==> src/design/thpl_pkg.sv <==
// ----------------------------------------------------------------------------
// thpl_pkg
// Shared types and constants of the thermistor polynomial linearizer.
// ----------------------------------------------------------------------------
package thpl_pkg;

   localparam int ADC_W      = 16;
   localparam int TEMP_W     = 13;
   localparam int COEF_W     = 14;
   localparam int ACC_W      = 32;
   localparam int XS_W       = 12;
   localparam int QUOT_W     = 14;
   localparam int PROD_W     = 30;
   localparam int NUM_COEF   = 6;
   localparam int MAX_ORDER  = NUM_COEF - 1;
   localparam int DEFAULT_POLY_ORDER = 5;

   localparam int Q_IN  = 11;
   localparam int Q_TMP = 6;

   localparam logic [QUOT_W-1:0] SCALE_MUL = 14'd8775;
   localparam logic [16:0]       SCALE_DIV = 17'd65535;

   localparam logic signed [ACC_W-1:0] TEMP_MAX = 32'sd4095;
   localparam logic signed [ACC_W-1:0] TEMP_MIN = -32'sd4096;

   localparam int PADDR_W  = 5;
   localparam int PDATA_W  = 32;
   localparam int REG_IDX_W = 3;

   typedef logic signed [COEF_W-1:0] coef_type;

   localparam coef_type COEF_RESET [NUM_COEF] = '{
      -14'sd1601, 14'sd4197, -14'sd4298, 14'sd2162, -14'sd622, 14'sd99
   };

   typedef struct packed {
      logic              valid;
      logic [ACC_W-1:0]  acc;
      logic [XS_W-1:0]   xs;
   } token_type;

endpackage

==> src/design/thpl_channels.sv <==
// ----------------------------------------------------------------------------
// thpl_channels
// Valid/ready channel interfaces for the request and response sides.
// ----------------------------------------------------------------------------
interface thpl_req_if;
   logic                      valid;
   logic                      ready;
   logic [thpl_pkg::ADC_W-1:0] adc_sample;

   modport source (output valid, output adc_sample, input ready);
   modport sink   (input valid, input adc_sample, output ready);
endinterface

interface thpl_rsp_if;
   logic                              valid;
   logic                              ready;
   logic signed [thpl_pkg::TEMP_W-1:0] temp_celsius;

   modport source (output valid, output temp_celsius, input ready);
   modport sink   (input valid, input temp_celsius, output ready);
endinterface

==> src/design/thpl_csr.sv <==
// ----------------------------------------------------------------------------
// thpl_csr
// APB-style register file holding the six polynomial coefficients.
// ----------------------------------------------------------------------------
module thpl_csr (
   input  logic                          clock,
   input  logic                          reset,
   input  logic                          psel,
   input  logic                          penable,
   input  logic                          pwrite,
   input  logic [thpl_pkg::PADDR_W-1:0]  paddr,
   input  logic [thpl_pkg::PDATA_W-1:0]  pwdata,
   output logic [thpl_pkg::PDATA_W-1:0]  prdata,
   output logic                          pready,
   output thpl_pkg::coef_type            coef_o [thpl_pkg::NUM_COEF]
);

   thpl_pkg::coef_type               coef_ff [thpl_pkg::NUM_COEF];
   logic [thpl_pkg::REG_IDX_W-1:0]   reg_idx;
   logic                             wr_en;

   assign reg_idx = paddr[thpl_pkg::PADDR_W-1:2];
   assign wr_en   = psel && penable && pwrite;
   assign pready  = 1'b1;

   always_ff @(posedge clock) begin
      if (reset) begin
         for (int i = 0; i < thpl_pkg::NUM_COEF; i++) begin
            coef_ff[i] <= thpl_pkg::COEF_RESET[i];
         end
      end else if (wr_en) begin
         for (int i = 0; i < thpl_pkg::NUM_COEF; i++) begin
            if (reg_idx == thpl_pkg::REG_IDX_W'(i)) begin
               coef_ff[i] <= pwdata[thpl_pkg::COEF_W-1:0];
            end
         end
      end
   end

   always_comb begin
      prdata = '0;
      for (int i = 0; i < thpl_pkg::NUM_COEF; i++) begin
         if (reg_idx == thpl_pkg::REG_IDX_W'(i)) begin
            prdata = thpl_pkg::PDATA_W'(coef_ff[i]);
         end
      end
   end

   assign coef_o = coef_ff;

endmodule

==> src/design/thpl_scaler.sv <==
// ----------------------------------------------------------------------------
// thpl_scaler
// Two-stage front end that scales the ADC sample to the Q11 input value.
// ----------------------------------------------------------------------------
module thpl_scaler (
   input  logic                               clock,
   input  logic                               reset,
   input  logic                               req_valid,
   input  logic [thpl_pkg::ADC_W-1:0]         adc_sample,
   output logic                               ready_o,
   input  logic [thpl_pkg::ACC_W-1:0]         init_acc,
   output thpl_pkg::token_type                tok_o,
   input  logic                               ready_i
);

   logic                              s0_valid_ff, s0_valid_in;
   logic [thpl_pkg::PROD_W-1:0]       s0_prod_ff, s0_prod_in;
   thpl_pkg::token_type               s1_tok_ff, s1_tok_in;
   logic                              s0_load, s1_load;
   logic [thpl_pkg::QUOT_W-1:0]       quot_est;
   logic [16:0]                       rem_est;
   logic [thpl_pkg::QUOT_W-1:0]       quot;

   assign s1_load = !s1_tok_ff.valid || ready_i;
   assign s0_load = !s0_valid_ff || s1_load;
   assign ready_o = s0_load;

   // The remainder estimate stays below twice the divisor, so one correction suffices.
   always_comb begin
      quot_est = s0_prod_ff[thpl_pkg::PROD_W-1:16];
      rem_est  = {1'b0, s0_prod_ff[15:0]} + 17'(quot_est);
      quot     = quot_est + thpl_pkg::QUOT_W'(rem_est >= thpl_pkg::SCALE_DIV);
   end

   always_comb begin
      s0_valid_in = s0_valid_ff;
      s0_prod_in  = s0_prod_ff;
      if (s0_load) begin
         s0_valid_in = req_valid;
         s0_prod_in  = thpl_pkg::PROD_W'(adc_sample) * thpl_pkg::PROD_W'(thpl_pkg::SCALE_MUL);
      end
      s1_tok_in = s1_tok_ff;
      if (s1_load) begin
         s1_tok_in.valid = s0_valid_ff;
         s1_tok_in.acc   = init_acc;
         s1_tok_in.xs    = quot[thpl_pkg::QUOT_W-1:2];
      end
   end

   always_ff @(posedge clock) begin
      if (reset) begin
         s0_valid_ff     <= 1'b0;
         s1_tok_ff.valid <= 1'b0;
      end else begin
         s0_valid_ff     <= s0_valid_in;
         s1_tok_ff.valid <= s1_tok_in.valid;
      end
      s0_prod_ff    <= s0_prod_in;
      s1_tok_ff.acc <= s1_tok_in.acc;
      s1_tok_ff.xs  <= s1_tok_in.xs;
   end

   assign tok_o = s1_tok_ff;

endmodule

==> src/design/thpl_horner_cell.sv <==
// ----------------------------------------------------------------------------
// thpl_horner_cell
// One Horner step: multiply by the input value, add the shifted coefficient
// and shift right arithmetically, split over a multiply and an add stage.
// ----------------------------------------------------------------------------
module thpl_horner_cell (
   input  logic                       clock,
   input  logic                       reset,
   input  thpl_pkg::token_type        tok_i,
   output logic                       ready_o,
   input  thpl_pkg::coef_type         coef_i,
   output thpl_pkg::token_type        tok_o,
   input  logic                       ready_i
);

   thpl_pkg::token_type          m_tok_ff, m_tok_in;
   thpl_pkg::token_type          a_tok_ff, a_tok_in;
   logic                         m_load, a_load;
   logic [thpl_pkg::ACC_W-1:0]   coef_word;
   logic [thpl_pkg::ACC_W-1:0]   sum;

   assign a_load  = !a_tok_ff.valid || ready_i;
   assign m_load  = !m_tok_ff.valid || a_load;
   assign ready_o = m_load;

   assign coef_word = thpl_pkg::ACC_W'(coef_i) << (thpl_pkg::Q_IN + thpl_pkg::Q_TMP);
   assign sum       = m_tok_ff.acc + coef_word;

   always_comb begin
      m_tok_in = m_tok_ff;
      if (m_load) begin
         m_tok_in.valid = tok_i.valid;
         m_tok_in.acc   = tok_i.acc * thpl_pkg::ACC_W'(tok_i.xs);
         m_tok_in.xs    = tok_i.xs;
      end
      a_tok_in = a_tok_ff;
      if (a_load) begin
         a_tok_in.valid = m_tok_ff.valid;
         a_tok_in.acc   = thpl_pkg::ACC_W'($signed(sum) >>> thpl_pkg::Q_IN);
         a_tok_in.xs    = m_tok_ff.xs;
      end
   end

   always_ff @(posedge clock) begin
      if (reset) begin
         m_tok_ff.valid <= 1'b0;
         a_tok_ff.valid <= 1'b0;
      end else begin
         m_tok_ff.valid <= m_tok_in.valid;
         a_tok_ff.valid <= a_tok_in.valid;
      end
      m_tok_ff.acc <= m_tok_in.acc;
      m_tok_ff.xs  <= m_tok_in.xs;
      a_tok_ff.acc <= a_tok_in.acc;
      a_tok_ff.xs  <= a_tok_in.xs;
   end

   assign tok_o = a_tok_ff;

endmodule

==> src/design/thermistor_poly_linearizer_top.sv <==
// ----------------------------------------------------------------------------
// thermistor_poly_linearizer_top
// Converts thermistor ADC samples to whole degrees Celsius with a Horner
// polynomial evaluated in a chain of pipelined cells.
// ----------------------------------------------------------------------------
//   Channel  Direction  Handshake            Payload
//   req      in         valid/ready          adc_sample (16 bits unsigned)
//   rsp      out        valid/ready          temp_celsius (13 bits signed)
//   csr      in         APB psel/penable     six 14-bit coefficients
//
// One request is accepted per clock while a stage is empty or rsp is ready;
// each passes two scaling stages, two stages per Horner cell and the output
// register. Reset is synchronous and restores the default coefficients.
// A stalled response holds in the output register while earlier stages
// keep filling their empty slots, so requests are still taken.
// ----------------------------------------------------------------------------
module thermistor_poly_linearizer_top #(
   parameter int POLY_ORDER = thpl_pkg::DEFAULT_POLY_ORDER
) (
   input  logic                          clock,
   input  logic                          reset,
   thpl_req_if.sink                      req,
   thpl_rsp_if.source                    rsp,
   input  logic                          psel,
   input  logic                          penable,
   input  logic                          pwrite,
   input  logic [thpl_pkg::PADDR_W-1:0]  paddr,
   input  logic [thpl_pkg::PDATA_W-1:0]  pwdata,
   output logic [thpl_pkg::PDATA_W-1:0]  prdata,
   output logic                          pready
);

   thpl_pkg::coef_type              coef [thpl_pkg::NUM_COEF];
   thpl_pkg::coef_type              cell_coef [POLY_ORDER];
   thpl_pkg::token_type             tok [POLY_ORDER+1];
   logic                            rdy [POLY_ORDER+1];
   logic [thpl_pkg::ACC_W-1:0]      init_acc;
   logic                            out_valid_ff, out_valid_in;
   logic signed [thpl_pkg::TEMP_W-1:0] out_temp_ff, out_temp_in;
   logic signed [thpl_pkg::ACC_W-1:0]  final_val;
   logic                            out_load;

   thpl_csr u_csr (
      .clock   (clock),
      .reset   (reset),
      .psel    (psel),
      .penable (penable),
      .pwrite  (pwrite),
      .paddr   (paddr),
      .pwdata  (pwdata),
      .prdata  (prdata),
      .pready  (pready),
      .coef_o  (coef)
   );

   // Orders above the register set have no coefficient and count as zero.
   if (POLY_ORDER <= thpl_pkg::MAX_ORDER) begin : g_init_reg
      assign init_acc = thpl_pkg::ACC_W'(coef[thpl_pkg::MAX_ORDER-POLY_ORDER]) << thpl_pkg::Q_TMP;
   end else begin : g_init_zero
      assign init_acc = '0;
   end

   thpl_scaler u_scaler (
      .clock      (clock),
      .reset      (reset),
      .req_valid  (req.valid),
      .adc_sample (req.adc_sample),
      .ready_o    (req.ready),
      .init_acc   (init_acc),
      .tok_o      (tok[0]),
      .ready_i    (rdy[0])
   );

   for (genvar i = 0; i < POLY_ORDER; i++) begin : g_cell
      localparam int ORDER = POLY_ORDER - 1 - i;
      if (ORDER <= thpl_pkg::MAX_ORDER) begin : g_coef_reg
         assign cell_coef[i] = coef[thpl_pkg::MAX_ORDER-ORDER];
      end else begin : g_coef_zero
         assign cell_coef[i] = '0;
      end

      thpl_horner_cell u_cell (
         .clock   (clock),
         .reset   (reset),
         .tok_i   (tok[i]),
         .ready_o (rdy[i]),
         .coef_i  (cell_coef[i]),
         .tok_o   (tok[i+1]),
         .ready_i (rdy[i+1])
      );
   end

   assign out_load        = !out_valid_ff || rsp.ready;
   assign rdy[POLY_ORDER] = out_load;
   assign final_val       = $signed(tok[POLY_ORDER].acc) >>> thpl_pkg::Q_TMP;

   always_comb begin
      out_valid_in = out_valid_ff;
      out_temp_in  = out_temp_ff;
      if (out_load) begin
         out_valid_in = tok[POLY_ORDER].valid;
         if (final_val > thpl_pkg::TEMP_MAX) begin
            out_temp_in = thpl_pkg::TEMP_W'(thpl_pkg::TEMP_MAX);
         end else if (final_val < thpl_pkg::TEMP_MIN) begin
            out_temp_in = thpl_pkg::TEMP_W'(thpl_pkg::TEMP_MIN);
         end else begin
            out_temp_in = thpl_pkg::TEMP_W'(final_val);
         end
      end
   end

   always_ff @(posedge clock) begin
      if (reset) begin
         out_valid_ff <= 1'b0;
      end else begin
         out_valid_ff <= out_valid_in;
      end
      out_temp_ff <= out_temp_in;
   end

   assign rsp.valid        = out_valid_ff;
   assign rsp.temp_celsius = out_temp_ff;

endmodule
==> src/flat_wrapper.sv <==
// flat-port wrapper written by rule: the top's interface ports become plain ports
module thermistor_poly_linearizer_top_flat 
#(
   parameter int POLY_ORDER = thpl_pkg::DEFAULT_POLY_ORDER
)
  (clock, reset, psel, penable, pwrite, paddr, pwdata, prdata, pready, req_valid, req_adc_sample, req_ready, rsp_valid, rsp_temp_celsius, rsp_ready);
  thpl_req_if req_i ();
  thpl_rsp_if rsp_i ();
  input  logic clock;
  input  logic reset;
  input  logic psel;
  input  logic penable;
  input  logic pwrite;
  input  logic [thpl_pkg::PADDR_W-1:0] paddr;
  input  logic [thpl_pkg::PDATA_W-1:0] pwdata;
  output logic [thpl_pkg::PDATA_W-1:0] prdata;
  output logic pready;
  input wire logic [$bits(req_i.valid)-1:0] req_valid;
  input wire logic [$bits(req_i.adc_sample)-1:0] req_adc_sample;
  output wire logic [$bits(req_i.ready)-1:0] req_ready;
  output wire logic [$bits(rsp_i.valid)-1:0] rsp_valid;
  output wire logic [$bits(rsp_i.temp_celsius)-1:0] rsp_temp_celsius;
  input wire logic [$bits(rsp_i.ready)-1:0] rsp_ready;
  assign req_i.valid = req_valid;
  assign req_i.adc_sample = req_adc_sample;
  assign req_ready = req_i.ready;
  assign rsp_valid = rsp_i.valid;
  assign rsp_temp_celsius = rsp_i.temp_celsius;
  assign rsp_i.ready = rsp_ready;
  thermistor_poly_linearizer_top #(.POLY_ORDER(POLY_ORDER)) u_core (.clock(clock), .reset(reset), .req(req_i), .rsp(rsp_i), .psel(psel), .penable(penable), .pwrite(pwrite), .paddr(paddr), .pwdata(pwdata), .prdata(prdata), .pready(pready));
endmodule
==> config.mk <==
export PLATFORM = sky130hd
export DESIGN_NAME = thermistor_poly_linearizer_top_flat
export DESIGN_NICKNAME = d
export VERILOG_FILES = /design/src/design/thpl_pkg.sv /design/src/design/thpl_channels.sv /design/src/design/thpl_csr.sv /design/src/design/thpl_scaler.sv /design/src/design/thpl_horner_cell.sv /design/src/design/thermistor_poly_linearizer_top.sv /design/src/flat_wrapper.sv
export SDC_FILE = /design/constraint.sdc
export NUM_CORES = 2
export LEC_CHECK = 0
export BUFFER_PORTS_ARGS = -buffer_cell sky130_fd_sc_hd__buf_4
export CORE_AREA = 2 2 458 460
export DETAILED_ROUTE_END_ITERATION = 8
export DIE_AREA = 0 0 460 462
export HOLD_SLACK_MARGIN = 0.05
export PLACE_DENSITY_LB_ADDON = 0.12
export SYNTH_ARGS = -nofsm -noshare
export SYNTH_HDL_FRONTEND = slang
export SYNTH_SLANG_ARGS = --single-unit
==> constraint.sdc <==
create_clock -name clock -period 8.1 [get_ports clock]
set_input_delay 0.405 -clock clock [delete_from_list [all_inputs] [get_ports clock]]
set_output_delay 0.405 -clock clock [all_outputs]
set_load 0.01 [all_outputs]
==> results.yml <==
drt:
  wl_per_cell_um: 17.25
  drt_iter0_drc: 1696
  vias: 40650
  ant_nets: 0
  wirelength_um: 156900
  vias_per_cell: 4.467
  firstDrtPassIters: 5
  drcViolationCount: 0
synthesis:
  yosys.cell_types.count: 71
  syn_area_um2: 61840
  synth-edff-count: 363
  synth_flop_cell: "edfxtp_1"
  synthSimpleGateAreaFrac: 0.1432
  synth.largest_area_cell: "fa_1"
  yosysSeqAreaShare: 0.2077
  synth_top_family_by_area: "adder cells"
  yosys-top-cells-area: "fa_1, edfxtp_1, ha_1"
  ys_ff_latch: 460
  synth_compound_area_frac: 0.05189
  syn_nets: 8031
  synth_mux_area_frac: 0.006029
  synth-async-reset-ratio: 0
  synth_fa_ha_area_frac: 0.4536
  yosysTopAreaCellShare: 0.3496
  syn_inst: 6377
  syn_avg_cell_area_um2: 9.698
  yosys_warnings: 0
  synth_xor_xnor_area_share: 0.03172
die:
  placementRows: 168
  die-area_um2: 212500
  core_um2: 208100
  io-pin-count: 108
  start_util: 0.2972
  dieHeight_um: 462
  die_w_um: 460
timing:
  setup_viol: 0
  worst_pin_slew_ns: 1.099
  hold_viol: 0
  finClkSkew_ns: 0.04894
  finalSetupTns_ns: 0
  min_period_ns: 6.902
  slew_headroom: 0.2673
  fmax_mhz: 144.9
  finalCritPeriodShare: 0.8522
  drv_slew: 0
  rsz0062_at_grt: "false"
worst_setup_path:
  r2r-start: "u_core.g_cell[1].u_cell.tok_o[1]$_DFFE_PP_"
  critPathLaunch: "u_core.g_cell[1].u_cell.tok_o[1]$_DFFE_PP_"
  cp.required_ns: 8.52
  worst_setup_path_start_kind: "flop"
  cp_max_fo: 22
  path_class: "flop to flop"
  critPathCaptureType: "flop"
  crit_arrival_ns: 7.32
final_layout:
  area_delta_synth_final_pct: 9.023
  nets: 7978
  drive_above_1_share: 0.04065
  multiInputGateArea_um2: 42470
  post-route-util: 0.3240
  regArea_um2: 12840
  nFillCells: 21690
clock_network:
  cts.sinks: 460
  cts_htree_levels: 2
  cts_buffer_depth: 3
  cts_setup_buffers: 0
  clk_latency_ns: 0.69
  cts-resized-gates: 0
  root_buffer: "clkbuf_16"
  cts_buffers: 58
  clk_pin_slew_ns: 0.06
  ctsHoldBuffers: 17
  cts_tree: "built"
status:
  status: "completed"
global_route:
  grt_overflow: 0
  grt_pass1_wl_um: 253600
  antenna_found_initial: 3
  grt_pass1_vias: 44190
  grt_max_degree: 98
  track_usage: 0.1522
placed_design:
  io_buffers: 86
  place_congestion: 0.8039
  dp_hpwl_um: 126300
run:
  maxCapViolations: 0
min_path:
  min-delay-start: "req_adc_sample[1]"
  min_path_type: "input port to flop"
[cell families (layout without fill, tap and decap cells)]
family | Yosys count | after routing
xor+xnor | 224 | 224
compound gates | 492 | 492
fa+ha+maj | 1594 | 1594
other cells | 1 | 8
simple gates | 1845 | 1845
buf+inv | 1725 | 1720
flops | 460 | 460
mux | 36 | 36
[stage by stage]
step           worst slack, ns  hold slack (ns)  cells  cell area, µm²
6_report                 1.198           0.1581   9099           67420
5_1_grt                 0.7608           0.1032   9094           67410
4_1_cts                  1.168          0.09055   9092           67410
3_5_place_dp             1.192           0.4045   8967           65240
3_3_place_gp             1.206           0.4022   8967           65240
2_1_floorplan            2.265           0.4003   6377           61840
[routing by layer]
layer,GRT usage,part of all wire,up-vias
li1,-,-,19310
met1,0.2096,0.48,20870
met2,0.2604,0.48,333
met3,0.01473,0.023,133
met4,0.02905,0.019,0
met5,0,0,-
[synthesized netlist by cell type, types with 7 or more instances]
cell type,n
a211o_1,27
a211oi_1,23
a21boi_0,12
a21o_1,43
a21oi_1,165
a31o_2,7
a31oi_1,10
and2_1,533
and3_1,15
buf_4,19
clkbuf_1,248
dfxtp_1,97
edfxtp_1,363
fa_1,1080
ha_1,514
inv_1,1452
mux2i_1,35
nand2_1,832
nand2b_1,14
nand3_1,30
nand3b_1,20
nand4_1,26
nor2_1,229
nor2b_1,48
nor3_1,57
o2111ai_1,7
o21a_1,24
o21ai_0,85
o21bai_1,21
o221ai_1,14
o41ai_1,8
or3_1,10
or4_1,8
xnor2_1,164
xor2_1,60
[placed cells by master (no fill, tap or decap), types with 56 or more instances in the layout]
cell type  netlist  routed
inv_1         1452    1452
fa_1          1080    1080
nand2_1        832     832
and2_1         533     533
ha_1           514     514
edfxtp_1       363     363
nor2_1         229     229
a21oi_1        165     165
xnor2_1        164     164
buf_4           19     143
dfxtp_1         97      97
o21ai_0         85      85
xor2_1          60      60
clkbuf_16        0      60
nor3_1          57      56
[sequential cells by signal, indices dropped and copies added, names as in the netlist]
signal and flops:
u_core.g_cell.u_cell.m_tok_ff 152, u_core.u_scaler.tok_o 27, u_core.rsp.temp_celsius 13, u_core.u_csr.coef_o 84, u_core.rsp.valid 1, u_core.u_scaler.s0_valid_ff 1
u_core.g_cell.u_cell.tok_o 152, u_core.u_scaler.s0_prod_ff 30
[final cells by class]
type                            instances  area share
Multi-Input combinational cell       4192      0.6298
Timing Repair Buffer                  160     0.01845
Clock buffer                           74     0.02409
Clock inverter                         34    0.005586
Tap cell                             2720     0.05048
Antenna cell                            7   0.0002598
Sequential cell                       460      0.1905
Inverter                             1452     0.08084
[critical path, stage by stage (launching register included)]
cell,delay [ns]
edfxtp_1,0.74
and2_1,0.31
fa_1,0.53
inv_1,0.05
fa_1,0.48
inv_1,0.06
fa_1,0.52
fa_1,0.55
inv_1,0.05
fa_1,0.47
inv_1,0.04
ha_1,0.32
a21o_1,0.13
a21o_1,0.11
a21oi_1,0.08
o21ai_0,0.22
a21oi_1,0.24
a2111oi_0,0.76
nor2_1,0.20
o41ai_1,0.61
xnor2_1,0.15
[worst paths after layout]
path              slack (ns)  cells past startpoint                                             end
hold / removal          0.16                      2         u_core.u_scaler.s0_prod_ff[1]$_DFFE_PP_
setup / recovery        1.20                     20  u_core.g_cell[2].u_cell.m_tok_ff[43]$_DFFE_PP_
setup reg to reg        1.20                     20  u_core.g_cell[2].u_cell.m_tok_ff[43]$_DFFE_PP_
hold reg to reg         0.41                      0      u_core.g_cell[2].u_cell.tok_o[1]$_DFFE_PP_
Power is not shown: default switching activity piles up to over one toggle a cycle in this logic, so the estimate is an artifact.
